[src/hdl/dems_pkg.sv]
// Package for the binary64 exponent/mantissa split block.
// Constants and helper functions; no dependencies.
`default_nettype none
package dems_pkg;
    localparam int unsigned VAL_W  = 64;
    localparam int unsigned EXP_W  = 13;
    localparam int unsigned FRAC_W = 52;
    localparam int unsigned POS_W  = 6;
    localparam logic [31:0] HI_SUBN   = 32'h0010_0000;
    localparam logic [31:0] HI_KEEP   = 32'h800f_ffff;
    localparam logic [31:0] HI_ONE    = 32'h3ff0_0000;
    localparam logic [31:0] HI_THRESH = 32'h3ff6_a09e;
    localparam logic [31:0] HI_HALF   = 32'h0010_0000;
    localparam logic signed [EXP_W-1:0] EXP_BIAS_N = -13'sd1023;
    localparam logic signed [EXP_W-1:0] EXP_BIAS_S = -13'sd1077;

    // position of the highest set bit of a 52-bit fraction (0 when zero)
    function automatic logic [POS_W-1:0] f_top52(input logic [FRAC_W-1:0] v);
        logic [POS_W-1:0] p;
        p = '0;
        for (int i = 0; i < FRAC_W; i++) begin
            if (v[i]) p = POS_W'(i);
        end
        return p;
    endfunction

    // position of the highest set bit of a 12-bit magnitude
    function automatic logic [3:0] f_top12(input logic [11:0] v);
        logic [3:0] p;
        p = '0;
        for (int i = 0; i < 12; i++) begin
            if (v[i]) p = 4'(i);
        end
        return p;
    endfunction
endpackage
`default_nettype wire

[src/hdl/double_exponent_mantissa_split.sv]
// Top level of the binary64 exponent/mantissa split for a log front end.
// Depends on dems_pkg.
//
// Usage: pulse start with an operand on i_value_bits; busy is never raised,
// so one item may enter every cycle. Each item gives one result on
// o_exponent_int, o_exponent_double_bits and o_mantissa_bits, marked by
// o_strobe for exactly one cycle.
// The accepting edge registers the item into stage 1; it then passes stages
// 2, 3 and 4 in order, and o_strobe is the stage-4 valid bit.
// Throughput: one item per cycle, set by the four-stage pipeline
// (normalise search, shift, exponent reduce, exponent-to-binary64 convert).
// Reset (synchronous, i_rst_n low) clears the stage valid bits; items in
// flight are dropped. The receiver cannot stall: results are shown once and
// the pipeline never holds.
`default_nettype none
module double_exponent_mantissa_split
    import dems_pkg::*;
(
    input  wire logic                    i_clk,
    input  wire logic                    i_rst_n,
    input  wire logic                    start,
    output logic                         busy,
    input  wire logic [VAL_W-1:0]        i_value_bits,
    output logic                         o_strobe,
    output logic signed [EXP_W-1:0]      o_exponent_int,
    output logic [VAL_W-1:0]             o_exponent_double_bits,
    output logic [VAL_W-1:0]             o_mantissa_bits
);
    // stage 1: subnormal detect and leading-one search
    logic             r_v1, r_sub1;
    logic [VAL_W-1:0] r_u1;
    logic [POS_W-1:0] r_p1;
    // stage 2: normalised operand
    logic             r_v2, r_sub2;
    logic [VAL_W-1:0] r_u2;
    // stage 3: reduced exponent and mantissa
    logic                    r_v3;
    logic signed [EXP_W-1:0] r_e3;
    logic [VAL_W-1:0]        r_m3;
    // stage 4: output
    logic                    r_v4;
    logic signed [EXP_W-1:0] r_e4;
    logic [VAL_W-1:0]        r_d4, r_m4;

    logic [VAL_W-1:0]        n_u2;
    logic [FRAC_W-1:0]       w_f2;
    logic [31:0]             w_hi3, w_hi2b;
    logic signed [EXP_W-1:0] n_e3;
    logic [EXP_W-1:0]        w_mag;
    logic [3:0]              w_p4;
    logic [VAL_W-1:0]        n_d4;

    assign busy = 1'b0;

    always_ff @(posedge i_clk) begin
        if (!i_rst_n) begin
            r_v1 <= 1'b0; r_v2 <= 1'b0; r_v3 <= 1'b0; r_v4 <= 1'b0;
        end else begin
            r_v1 <= start && !busy;
            r_v2 <= r_v1; r_v3 <= r_v2; r_v4 <= r_v3;
        end
    end

    always_ff @(posedge i_clk) begin
        r_u1   <= i_value_bits;
        r_sub1 <= i_value_bits[63:32] < HI_SUBN;
        r_p1   <= f_top52(i_value_bits[FRAC_W-1:0]);
    end

    // exact 2^54 scaling of zero/positive subnormal as a normalising shift
    always_comb begin
        w_f2 = r_u1[FRAC_W-1:0];
        n_u2 = r_u1;
        if (r_sub1 && (w_f2 != '0)) begin
            n_u2 = {1'b0, 11'(r_p1) + 11'd3, 52'(w_f2 << (6'(FRAC_W) - r_p1))};
        end
    end

    always_ff @(posedge i_clk) begin
        r_u2   <= n_u2;
        r_sub2 <= r_sub1;
    end

    always_comb begin
        w_hi3  = r_u2[63:32];
        w_hi2b = (w_hi3 & HI_KEEP) | HI_ONE;
        n_e3   = (r_sub2 ? EXP_BIAS_S : EXP_BIAS_N)
               + EXP_W'(signed'(w_hi3[31:20]));
        if (w_hi2b > HI_THRESH) begin
            w_hi2b = w_hi2b - HI_HALF;
            n_e3   = n_e3 + 13'sd1;
        end
    end

    always_ff @(posedge i_clk) begin
        r_e3 <= n_e3;
        r_m3 <= {w_hi2b, r_u2[31:0]};
    end

    // exponent to binary64; magnitude fits in 12 bits
    always_comb begin
        w_mag = r_e3[EXP_W-1] ? EXP_W'(-r_e3) : EXP_W'(r_e3);
        w_p4  = f_top12(w_mag[11:0]);
        if (r_e3 == '0) begin
            n_d4 = '0;
        end else begin
            n_d4 = {r_e3[EXP_W-1], 11'd1023 + 11'(w_p4),
                    52'({40'd0, w_mag[11:0]} << (6'(FRAC_W) - 6'(w_p4)))};
        end
    end

    always_ff @(posedge i_clk) begin
        r_e4 <= r_e3;
        r_d4 <= n_d4;
        r_m4 <= r_m3;
    end

    assign o_strobe               = r_v4;
    assign o_exponent_int         = r_e4;
    assign o_exponent_double_bits = r_d4;
    assign o_mantissa_bits        = r_m4;

`ifndef SYNTHESIS
    a_valid_chain: assert property (@(posedge i_clk) disable iff (!i_rst_n)
        r_v2 |=> r_v3) else $error("stage valid lost");
    a_exp_range: assert property (@(posedge i_clk) disable iff (!i_rst_n)
        r_v4 |-> (r_e4 >= -13'sd3070) && (r_e4 <= 13'sd1025))
        else $error("exponent out of range");
    a_zero_conv: assert property (@(posedge i_clk) disable iff (!i_rst_n)
        r_v4 && (r_e4 == '0) |-> (r_d4 == '0)) else $error("zero exponent bits");
    a_sign_conv: assert property (@(posedge i_clk) disable iff (!i_rst_n)
        r_v4 |-> (r_d4[63] == r_e4[EXP_W-1])) else $error("exponent sign mismatch");
`endif
endmodule
`default_nettype wire

[config.mk]
export PLATFORM = sky130hd
export DESIGN_NAME = double_exponent_mantissa_split
export DESIGN_NICKNAME = d
export VERILOG_FILES = /design/src/hdl/dems_pkg.sv /design/src/hdl/double_exponent_mantissa_split.sv
export SDC_FILE = /design/constraint.sdc
export NUM_CORES = 1
export LEC_CHECK = 0
export ABC_AREA = 1
export BUFFER_PORTS_ARGS = -buffer_cell sky130_fd_sc_hd__buf_2
export CELL_PAD_IN_SITES_DETAIL_PLACEMENT = 1
export CELL_PAD_IN_SITES_GLOBAL_PLACEMENT = 1
export CORE_MARGIN = 8
export CORE_UTILIZATION = 39
export DETAILED_ROUTE_END_ITERATION = 10
export PLACE_DENSITY = 0.84
export SLEW_MARGIN = 25
export SYNTH_ARGS = -nofsm -noshare
export SYNTH_HDL_FRONTEND = slang
export SYNTH_SLANG_ARGS = --single-unit
[constraint.sdc]
create_clock -name i_clk -period 4.3 [get_ports i_clk]
set_clock_uncertainty 0.2 [all_clocks]
set_input_delay 0 -clock i_clk [delete_from_list [all_inputs] [get_ports i_clk]]
set_output_delay 0 -clock i_clk [all_outputs]
set_load 0.1 [all_outputs]
==> flow_summary.ini, run 1 <==
[final_layout]
nets = 1906
layout-drive-gt1-share_pct = 13.76
area_growth_pct = 26.67
final_util_pct = 49.87
final_cells = 2249
num-fill-cells = 3794

[place]
gp_congestion = 0.9495
pre_cts_slack_ns = 0.5302
io_buffers = 166
place_inst = 2066
hpwl_mm = 29.81

[global_route]
grt_pass1_vias = 12230
overflow = 0
grt_pass1_wl_mm = 68.52
antenna_found_initial = 1
grt_max_degree = 91
grt_usage_pct = 22.42

[power]
p_clk_share_pct = 31.8
p_leak_nw = 7.584
power.density_nw_per_um2 = 497.6
share_comb_of_total_power_pct = 28.1
p_int_mw = 4.915
p_seq_share_pct = 40.1
netSwitchingFraction_pct = 36.74
switching_power_mw = 2.855
peakVddDrop_mv = 0.2837

[setup_path]
start_kind = flop
arrival_ns = 4.00
cp_max_fo = 18
critical_path_required_ns = 4.52
path_class = reg -> reg
end_kind = flop

[drt]
drt-wirelength-per-cell_um = 19.31
drt_wl_total_mm = 43.43
detail_route.vias_per_cell = 5.032
num_vias = 11320
antenna_left = 0
drc = 0
dr.pass1.iters = 7
drt_iter0_drc = 789

[yosys]
synth_compound_area_share_pct = 12.66
synthMuxAreaShare_pct = 4.629
avgSynthCellArea_um2 = 7.963
synth_edf_count = 0
synthTopCellsByArea = dfxtp_1 (49%), nand2_1 (11%), o21ai_0 (6.0%), inv_1 (5.0%), mux2i_1 (4.6%)
yosysWarnings = 0
synth-seq-cells = 303
synth_cell_types = 48
synth_most_common_cell = nand2_1
synth_top_area_cell = dfxtp_1
synthFlopType = dfxtp_1
async_flop_share_pct = 0
synth_top_family_by_area = simple AND/OR/NAND/NOR gates
synth_top_area_share_pct = 49.21
synth_cells = 1548
syn-cell-area_um2 = 12330
synthTopCellsByCount = nand2_1 (367), dfxtp_1 (303), inv_1 (163)
synth_fa_ha_area_share_pct = 1.380
ys_seq_area_share_pct = 49.21
yosys.area_share.simple_pct = 18.98
synth-xor-area-share_pct = 2.406

[worst_hold_path]
hp-class = in -> reg

[timing]
fmax_mhz = 264.6
rsz0062_at_grt = no
worstMarginPinSlew_ns = 0.8327
slew_viol_final = 0
setup_violations = 0
setup_slack_ns = 0.5214
period_needed_ns = 3.779
slew_headroom_pct = 43.98
holdWs_ns = 0.06170
hold_violations = 0
fin_setup_tns_ns = 0
fin_crit_sh_pct = 87.87

[flow_run]
drv_cap = 0

[outcome]
status = complete, no violations

[floorplan]
die_area_um2 = 37550
io-pin-count = 210
coreArea_um2 = 31310
start_util_pct = 39.37
rows = 65
dieHeight_um = 193.8
die_width_um = 193.8

[clock_tree]
h-tree-depth = 1
root_buffer = clkbuf_16
clkLatencyLatePin_ns = 0.54
cts_tree = built
clk_pin_slew_ns = 0.06
clk_path_buf_depth = 3
cts.sink_count = 303
cts_buffers = 29
cts_setup_buffers = 0
-- worst paths after layout --
path                    startpoint                                    end  slack, ns  depth (start not counted)
setup / recovery   r_e3[0]$_DFF_P_  o_exponent_double_bits[47]$_SDFF_PP0_       0.52                         21
hold / removal             i_rst_n                        r_v2$_SDFF_PN0_       0.06                          4
setup reg to reg   r_e3[0]$_DFF_P_  o_exponent_double_bits[47]$_SDFF_PP0_       0.52                         21
hold reg to reg   r_m3[16]$_DFF_P_            o_mantissa_bits[16]$_DFF_P_       0.12                          0
-- logic make-up (layout without fill, tap and decap cells) --
kind of cell	count (synthesis)	count (layout)
DFF	303	303
AOI/OAI and AO/OA	279	279
adders and majority gates	13	13
other	2	48
xor gates and xnor gates	33	33
muxes	57	57
buffers and inverters	290	543
and+or+nand+nor	571	571
-- worst max-delay path, cell delays in order (launching register included) --
cell and delay [ns]:
dfxtp_1 0.33, inv_1 0.14, ha_1 0.18, inv_1 0.06
nor3_1 0.13, inv_1 0.07, nor2_1 0.17, nand2_1 0.07
nand2_1 0.07, xor2_1 0.24, inv_1 0.09, a21oi_1 0.16
o21ai_1 0.10, nand2_1 0.13, nand2_4 0.14, inv_2 0.12
ha_1 0.37, inv_1 0.35, nand2_1 0.09, o21ai_1 0.14
o21ai_1 0.12, nor3_1 0.22
-- layout by cell type, fill, tap and decap left out, drive strengths merged, types with 2 or more instances in the layout --
| cell type | count |
|---|---|
| a21oi | 35 |
| a221o | 2 |
| a221oi | 2 |
| a31oi | 4 |
| buf | 181 |
| bufinv | 5 |
| clkbuf | 36 |
| clkinv | 11 |
| clkinvlp | 4 |
| conb | 47 |
| dfxtp | 303 |
| dlygate4sd3 | 131 |
| ha | 12 |
| inv | 175 |
| mux2i | 57 |
| nand2 | 368 |
| nand3 | 55 |
| nand3b | 3 |
| nand4 | 7 |
| nor2 | 97 |
| nor3 | 18 |
| nor4 | 17 |
| o211ai | 16 |
| o21ai | 173 |
| o21bai | 3 |
| o221ai | 9 |
| o22ai | 27 |
| o311ai | 2 |
| or2 | 3 |
| xnor2 | 2 |
| xor2 | 31 |
-- timing repair --
item | 4_1_cts | 5_1_grt
hold buffers | 131 | 0
endpoints found under the setup margin | 0 | 1
gates resized for setup | 0 | 1
hold endpoints to repair | 75 | 0
-- through the flow --
stage	total power [mW]	cell area, um2
2_1_floorplan	4.794	12500
3_3_place_gp	5.179	13370
3_5_place_dp	5.221	13370
4_1_cts	7.767	15610
5_1_grt	8.099	15620
6_report	7.770	15620
-- sequential cells by signal (all words and copies together) (netlist names), 6 cells and up --
name / count
r_m3: 54
r_p1: 6
o_exponent_double_bits: 29
o_exponent_int: 13
r_e3: 13
o_mantissa_bits: 54
r_u1: 64
r_u2: 64
-- power by group through the flow --
| stage | clock (mW) | sequential (mW) | combinational, mW |
|---|---|---|---|
| final | 2.47 | 3.11 | 2.18 |
| after global routing | 2.65 | 3.13 | 2.32 |
| after CTS | 2.51 | 3.11 | 2.14 |
| after detailed placement | 0 | 3.17 | 2.05 |
| after global placement | 0 | 3.16 | 2.02 |
| after floorplan | 0 | 3.88 | 0.918 |
-- layout make-up --
| type | instances | area, um2 | area share (%) |
|---|---|---|---|
| multi-input combinational | 1000 | 5136 | 32.89 |
| sequential | 303 | 6067 | 38.85 |
| inverter | 180 | 716.9 | 4.591 |
| clock inverter | 15 | 142.6 | 0.9135 |
| clock buffer | 36 | 792.0 | 5.072 |
| antenna | 1 | 2.502 | 0.01603 |
| tap | 402 | 503.0 | 3.221 |
| timing repair buffer | 312 | 2255 | 14.44 |
-- metal layers --
layer | vias to the layer above | GRT usage (%) | share of wire [%]
li1 | 5470 | - | -
met1 | 5353 | 27.19 | 42
met2 | 399 | 39.48 | 48
met3 | 95 | 4.304 | 6.3
met4 | 0 | 7.155 | 3.0
met5 | - | 0 | 0
(Power assumes the default switching activity.)
==> inputs of run 2 (changes only) <==
--- a/config.mk
+++ b/config.mk
@@ -5,14 +5,13 @@
 export SDC_FILE = /design/constraint.sdc
 export NUM_CORES = 1
 export LEC_CHECK = 0
-export ABC_AREA = 1
 export BUFFER_PORTS_ARGS = -buffer_cell sky130_fd_sc_hd__buf_2
 export CELL_PAD_IN_SITES_DETAIL_PLACEMENT = 1
 export CELL_PAD_IN_SITES_GLOBAL_PLACEMENT = 1
 export CORE_MARGIN = 8
-export CORE_UTILIZATION = 39
+export CORE_UTILIZATION = 43
 export DETAILED_ROUTE_END_ITERATION = 10
-export PLACE_DENSITY = 0.84
+export PLACE_DENSITY_LB_ADDON = 0.1
 export SLEW_MARGIN = 25
 export SYNTH_ARGS = -nofsm -noshare
 export SYNTH_HDL_FRONTEND = slang
==> run 2 against run 1 <==
Total power is 6.1% higher. Count of clock-buffer cells in the layout stayed put. Synthesized cell count is 15% lower. Critical path depth is 5 lower. Largest power group unchanged.
==> flow_summary.ini, run 2 <==
[outcome]
status = complete, no violations

[global_route]
grt_max_degree = 55
grt_pass1_wl_mm = 66.70
overflow = 0
grt_pass1_vias = 11650
grt_usage_pct = 23.76
antenna_found_initial = 0

[clock_tree]
cts_tree = built
root_buffer = clkbuf_16
clk_pin_slew_ns = 0.07
cts_buffers = 29
h-tree-depth = 1
clk_path_buf_depth = 3
cts.sink_count = 303
clkLatencyLatePin_ns = 0.54

[worst_hold_path]
hold_start = i_rst_n
whs_endpoint = r_v3$_SDFF_PN0_
holdPathStages = 3
hp-class = in -> reg

[drt]
drc = 0
drt_wl_total_mm = 42.60
drt_iter0_drc = 642
detail_route.vias_per_cell = 5.413
dr.pass1.iters = 5
drt-wirelength-per-cell_um = 21.25
antenna_left = 0
num_vias = 10850

[setup_path]
cp_cell_sequence = inv_1, ha_1, or4b_4, or3_1, or4_4, nand3_1, o31ai_1, inv_1, ha_1, clkinv_1, nor2_1, o21ai_0, nor2_1, a311oi_1, a21oi_1, o2bb2ai_1
cp_max_fo = 8
cpLargestDelayFamily = simple AND/OR/NAND/NOR gates
path_class = reg -> reg
cp_slowest_stage_delay_ns = 0.55
arrival_ns = 4.20
worst-path-buf-inv = 3
start_kind = flop
end_kind = flop
r2r.worst_path.cells = 16
critPathSlowestCell = or4b_4
reg2reg_to = o_exponent_double_bits[50]$_SDFF_PP0_
reg2reg_from = r_e3[0]$_DFF_P_
r2r_slack_ns = 0.32
critical_path_required_ns = 4.52

[yosys]
synth-seq-cells = 303
synth_top_area_cell = dfxtp_1
synth_most_common_cell = dfxtp_1
syn-cell-area_um2 = 12570
avgSynthCellArea_um2 = 9.605
synth_cells = 1309
yosysWarnings = 0
synthTopCellsByArea = dfxtp_1 (48%), mux4_2 (7.7%), nand2_1 (5.4%), o21ai_0 (3.9%), mux2i_1 (3.7%)
synth_top_area_share_pct = 48.24
synth_cell_types = 71
ys_seq_area_share_pct = 48.24
synth_edf_count = 0
synthFlopType = dfxtp_1
synthTopCellsByCount = dfxtp_1 (303), nand2_1 (182), o21ai_0 (97)
async_flop_share_pct = 0

[timing]
hold_violations = 0
rsz0062_at_grt = no
fin_crit_sh_pct = 92.46
holdWs_ns = 0.07198
slew_viol_final = 0
slew_headroom_pct = 23.34
worstMarginPinSlew_ns = 1.139
setup_violations = 0
fmax_mhz = 251.5
fin_setup_tns_ns = 0
period_needed_ns = 3.976

[final_layout]
final_common_cell = dfxtp_1
area_growth_pct = 29.19
nets = 1681
final_cell_mix = dfxtp_1 (302), nand2_1 (182), buf_2 (166)
reg.largest.list = r_u1: 64 flops, r_u2: 64 flops
layout-drive-gt1-share_pct = 20.23
diodes = 0

[power]
peakVddDrop_mv = 0.3502
power.density_nw_per_um2 = 507.5
p_leak_nw = 6.985

[floorplan]
dieHeight_um = 187.0
die_area_um2 = 34970
start_util_pct = 43.69
coreArea_um2 = 28780
io-pin-count = 210
rows = 62
die_width_um = 187.0

[flow_run]
drv_cap = 0

[place]
hpwl_mm = 29.85
gp_congestion = 0.8716
io_buffers = 166
==> run 2: tightest hold or removal path, stage by stage <==
cell and delay [ns]:
dlygate4sd3_1 0.54, buf_2 0.13, and2_1 0.11
==> run 2: worst max path at each step <==
stage	cells after the start	from	endpoint	slack, ns
6_report	16	r_e3[0]$_DFF_P_	o_exponent_double_bits[50]$_SDFF_PP0_	0.32
5_1_grt	14	r_e3[1]$_DFF_P_	o_exponent_double_bits[50]$_SDFF_PP0_	0.03
2_1_floorplan	15	r_e3[0]$_DFF_P_	o_exponent_double_bits[51]$_SDFF_PP0_	0.08
4_1_cts	13	r_e3[0]$_DFF_P_	o_exponent_double_bits[51]$_SDFF_PP0_	0.16
3_5_place_dp	13	r_e3[0]$_DFF_P_	o_exponent_double_bits[51]$_SDFF_PP0_	0.16
3_3_place_gp	13	r_e3[0]$_DFF_P_	o_exponent_double_bits[51]$_SDFF_PP0_	0.25
==> run 2: repair_timing <==
| action | CTS | global route |
|---|---|---|
| resized for setup | 0 | 6 |
| setup endpoints to repair | 0 | 3 |
| endpoints found under the hold margin | 75 | 0 |
| setup buffers | 0 | 1 |
| hold buffers | 132 | 0 |
==> run 2: final cells by class <==
| cell class | count | area, um2 |
|---|---|---|
| Fill cell | 3207 | 12540 |
| Sequential cell | 303 | 6067 |
| Multi-Input combinational cell | 905 | 6062 |
| Timing Repair Buffer | 336 | 2487 |
| Clock buffer | 36 | 812.0 |
| Tap cell | 384 | 480.5 |
| Clock inverter | 15 | 236.5 |
| Inverter | 26 | 97.59 |
==> run 2: cell families (layout without fill, tap and decap cells) <==
| family | Yosys count | after routing | synth area share (%) |
|---|---|---|---|
| adder cells (fa/ha/maj) | 13 | 13 | 1.353 |
| multiplexers | 95 | 95 | 11.90 |
| XOR/XNOR | 48 | 48 | 3.403 |
| AND/OR/NAND/NOR | 422 | 422 | 15.53 |
| AO/OA/AOI/OAI | 280 | 280 | 13.66 |
| other | 2 | 47 | 0.05973 |
| buffers and inverters | 146 | 413 | 5.841 |
| flip-flops | 303 | 303 | 48.24 |
==> run 2: routing by layer <==
metal	vias to the layer above	global-route usage (%)	routed length, um
met4	0	9.682	1732
met2	359	42.66	21190
met1	5275	27.67	17480
li1	5141	-	-
met5	-	0	0
met3	79	4.045	2199
==> run 2: stage by stage <==
stage               setup slack, ns  util [%]  power [mW]  area [um2]  std cells
floorplan                   0.07798         -       4.925       12740       1354
global placement             0.2472     48.07       5.433       13830       1821
detailed placement           0.1617     48.07       5.447       13830       1821
CTS                          0.1625     56.30       8.276       16200       2004
global route                0.02758     56.44       8.580       16240       2005
finish                       0.3240     56.44       8.243       16240       2005
==> run 2: power breakdown <==
group | switching (mW) | internal, mW | total [mW]
registers | 0.132 | 3.02 | 3.15
clock network | 1.04 | 1.69 | 2.74
logic | 1.70 | 0.653 | 2.36
==> inputs of run 3 (changes only) <==
--- a/config.mk
+++ b/config.mk
@@ -8,6 +8,7 @@
 export BUFFER_PORTS_ARGS = -buffer_cell sky130_fd_sc_hd__buf_2
 export CELL_PAD_IN_SITES_DETAIL_PLACEMENT = 1
 export CELL_PAD_IN_SITES_GLOBAL_PLACEMENT = 1
+export CORE_ASPECT_RATIO = 1.25
 export CORE_MARGIN = 8
 export CORE_UTILIZATION = 43
 export DETAILED_ROUTE_END_ITERATION = 10
==> constraint.sdc (replaced) <==
create_clock -name i_clk -period 4.5 [get_ports i_clk]
set_clock_uncertainty 0.2 [all_clocks]
set_input_delay 0 -clock i_clk [delete_from_list [all_inputs] [get_ports i_clk]]
set_output_delay 0 -clock i_clk [all_outputs]
set_load 0.1 [all_outputs]
==> run 3 against run 2 <==
Register-to-register slack about the same. Die area is essentially flat. Global-route usage shrank 0.070 points.
==> flow_summary.ini, run 3 (synthesized netlist as in run 2, its figures left out) <==
[drt]
drc = 0
antenna_left = 0
drt_iter0_drc = 527
num_vias = 10890
drt_wl_total_mm = 42.39
detail_route.vias_per_cell = 5.412
drt-wirelength-per-cell_um = 21.07
dr.pass1.iters = 4

[power]
p_leak_nw = 6.939
power.density_nw_per_um2 = 488.9
peakVddDrop_mv = 0.3916

[global_route]
grt_max_degree = 101
grt_pass1_wl_mm = 65.78
overflow = 0
grt_usage_pct = 23.69
grt_pass1_vias = 11760
antenna_found_initial = 0

[clock_tree]
h-tree-depth = 1
clkLatencyLatePin_ns = 0.55
cts_setup_buffers = 0
clk_path_buf_depth = 3
clk_pin_slew_ns = 0.07
cts.sink_count = 303
cts_buffers = 28
root_buffer = clkbuf_16
cts_tree = built

[timing]
worstMarginPinSlew_ns = 0.9314
slew_viol_final = 0
setup_violations = 0
fmax_mhz = 239.3
fin_setup_tns_ns = 0
rsz0062_at_grt = no
slew_headroom_pct = 37.33
fin_crit_sh_pct = 92.85
period_needed_ns = 4.178
hold_violations = 0

[setup_path]
path_class = reg -> reg
end_kind = flop
cp_max_fo = 9
critical_path_required_ns = 4.73
arrival_ns = 4.41
start_kind = flop

[outcome]
status = complete, no violations

[place]
place_inst = 1828
gp_congestion = 0.9136
io_buffers = 166
hpwl_mm = 30.05

[floorplan]
io-pin-count = 210
coreArea_um2 = 28990
dieHeight_um = 207.2
rows = 70
die_width_um = 168.9
start_util_pct = 43.37
die_area_um2 = 35000

[final_layout]
final_cell_mix = dfxtp_1 (302), nand2_1 (182), buf_2 (166)
diodes = 0
area_growth_pct = 28.97
layout-drive-gt1-share_pct = 19.99
final_common_cell = dfxtp_1
final_cells = 2012
reg.largest.list = r_u1: 64 flops, r_u2: 64 flops
nets = 1674

[worst_hold_path]
hp-class = in -> reg

[flow_run]
drv_cap = 0
[run 3: cell types whose count changed in the layout (fill, tap and decap cells not counted), moves of 2 or more]
cell        delta
buf_4          -5
clkbuf_8       -4
clkinvlp_4     +4
clkinv_2       -3
clkinv_4       +2
o21ai_1        -2
o41ai_1        +2
o41ai_2        -2
[run 3: worst max-delay path, stage by stage, from the launching register on]
cell	delay, ns
dfxtp_1	0.40
inv_1	0.14
ha_1	0.27
or4b_4	0.54
o41ai_2	0.31
xnor2_2	0.20
o21bai_1	0.23
o21ai_2	0.21
nand2_1	0.11
ha_1	0.32
clkinv_1	0.18
nor2_1	0.07
o21ai_0	0.17
nor2_1	0.07
a311oi_1	0.37
a21oi_1	0.12
o2bb2ai_1	0.15
[run 3: metrics by stage]
stage / hold slack, ns / area, um2 / total power, mW / setup WS, ns / util (%)
after floorplan: -0.1723 / 12740 / 4.706 / 0.2780 / -
after global placement: -0.09639 / 13800 / 5.182 / 0.2339 / 47.60
after detailed placement: -0.09535 / 13800 / 5.202 / 0.09875 / 47.60
after CTS: 0.01015 / 16190 / 7.965 / 0.06094 / 55.86
after global routing: 0.08200 / 16220 / 8.229 / 0.03485 / 55.93
final: 0.06067 / 16220 / 7.928 / 0.3219 / 55.93
[run 3: where the power goes]
group	switching [mW]	internal [mW]	leakage [nW]
clock network	1.05	1.62	0.503
registers	0.131	2.88	2.55
logic	1.63	0.608	3.89
[run 3: cell type report]
type / instances / area, um2
clock buffers: 31 / 753.2
clock inverters: 21 / 319.1
fillers: 3218 / 12770
inverters: 26 / 97.59
multi-input cells: 905 / 6053
flip-flops and latches: 303 / 6067
well taps: 396 / 495.5
repair buffers: 330 / 2430
[run 3: metal layers]
metal,vias to the layer above,part of all wire [%],global-route usage [%]
li1,5128,-,-
met3,99,4.8,3.196
met1,5327,37,24.68
met5,-,0,0
met4,0,5.6,12.99
met2,335,53,44.71
[run 3: timing repair]
item	in CTS	in global routing
hold buffers	132	0
setup endpoints to repair	0	9
endpoints found under the hold margin	75	0
gates resized for setup	0	4
[run 3: path summary, 6_finish.rpt]
check | cells after the start | endpoint | slack (ns) | start
max | 16 | o_exponent_double_bits[50]$_SDFF_PP0_ | 0.32 | r_e3[0]$_DFF_P_
min | 3 | o_strobe$_SDFF_PN0_ | 0.06 | i_rst_n
max reg2reg | 16 | o_exponent_double_bits[50]$_SDFF_PP0_ | 0.32 | r_e3[0]$_DFF_P_
min reg2reg | 0 | o_mantissa_bits[31]$_DFF_P_ | 0.13 | r_m3[31]$_DFF_P_
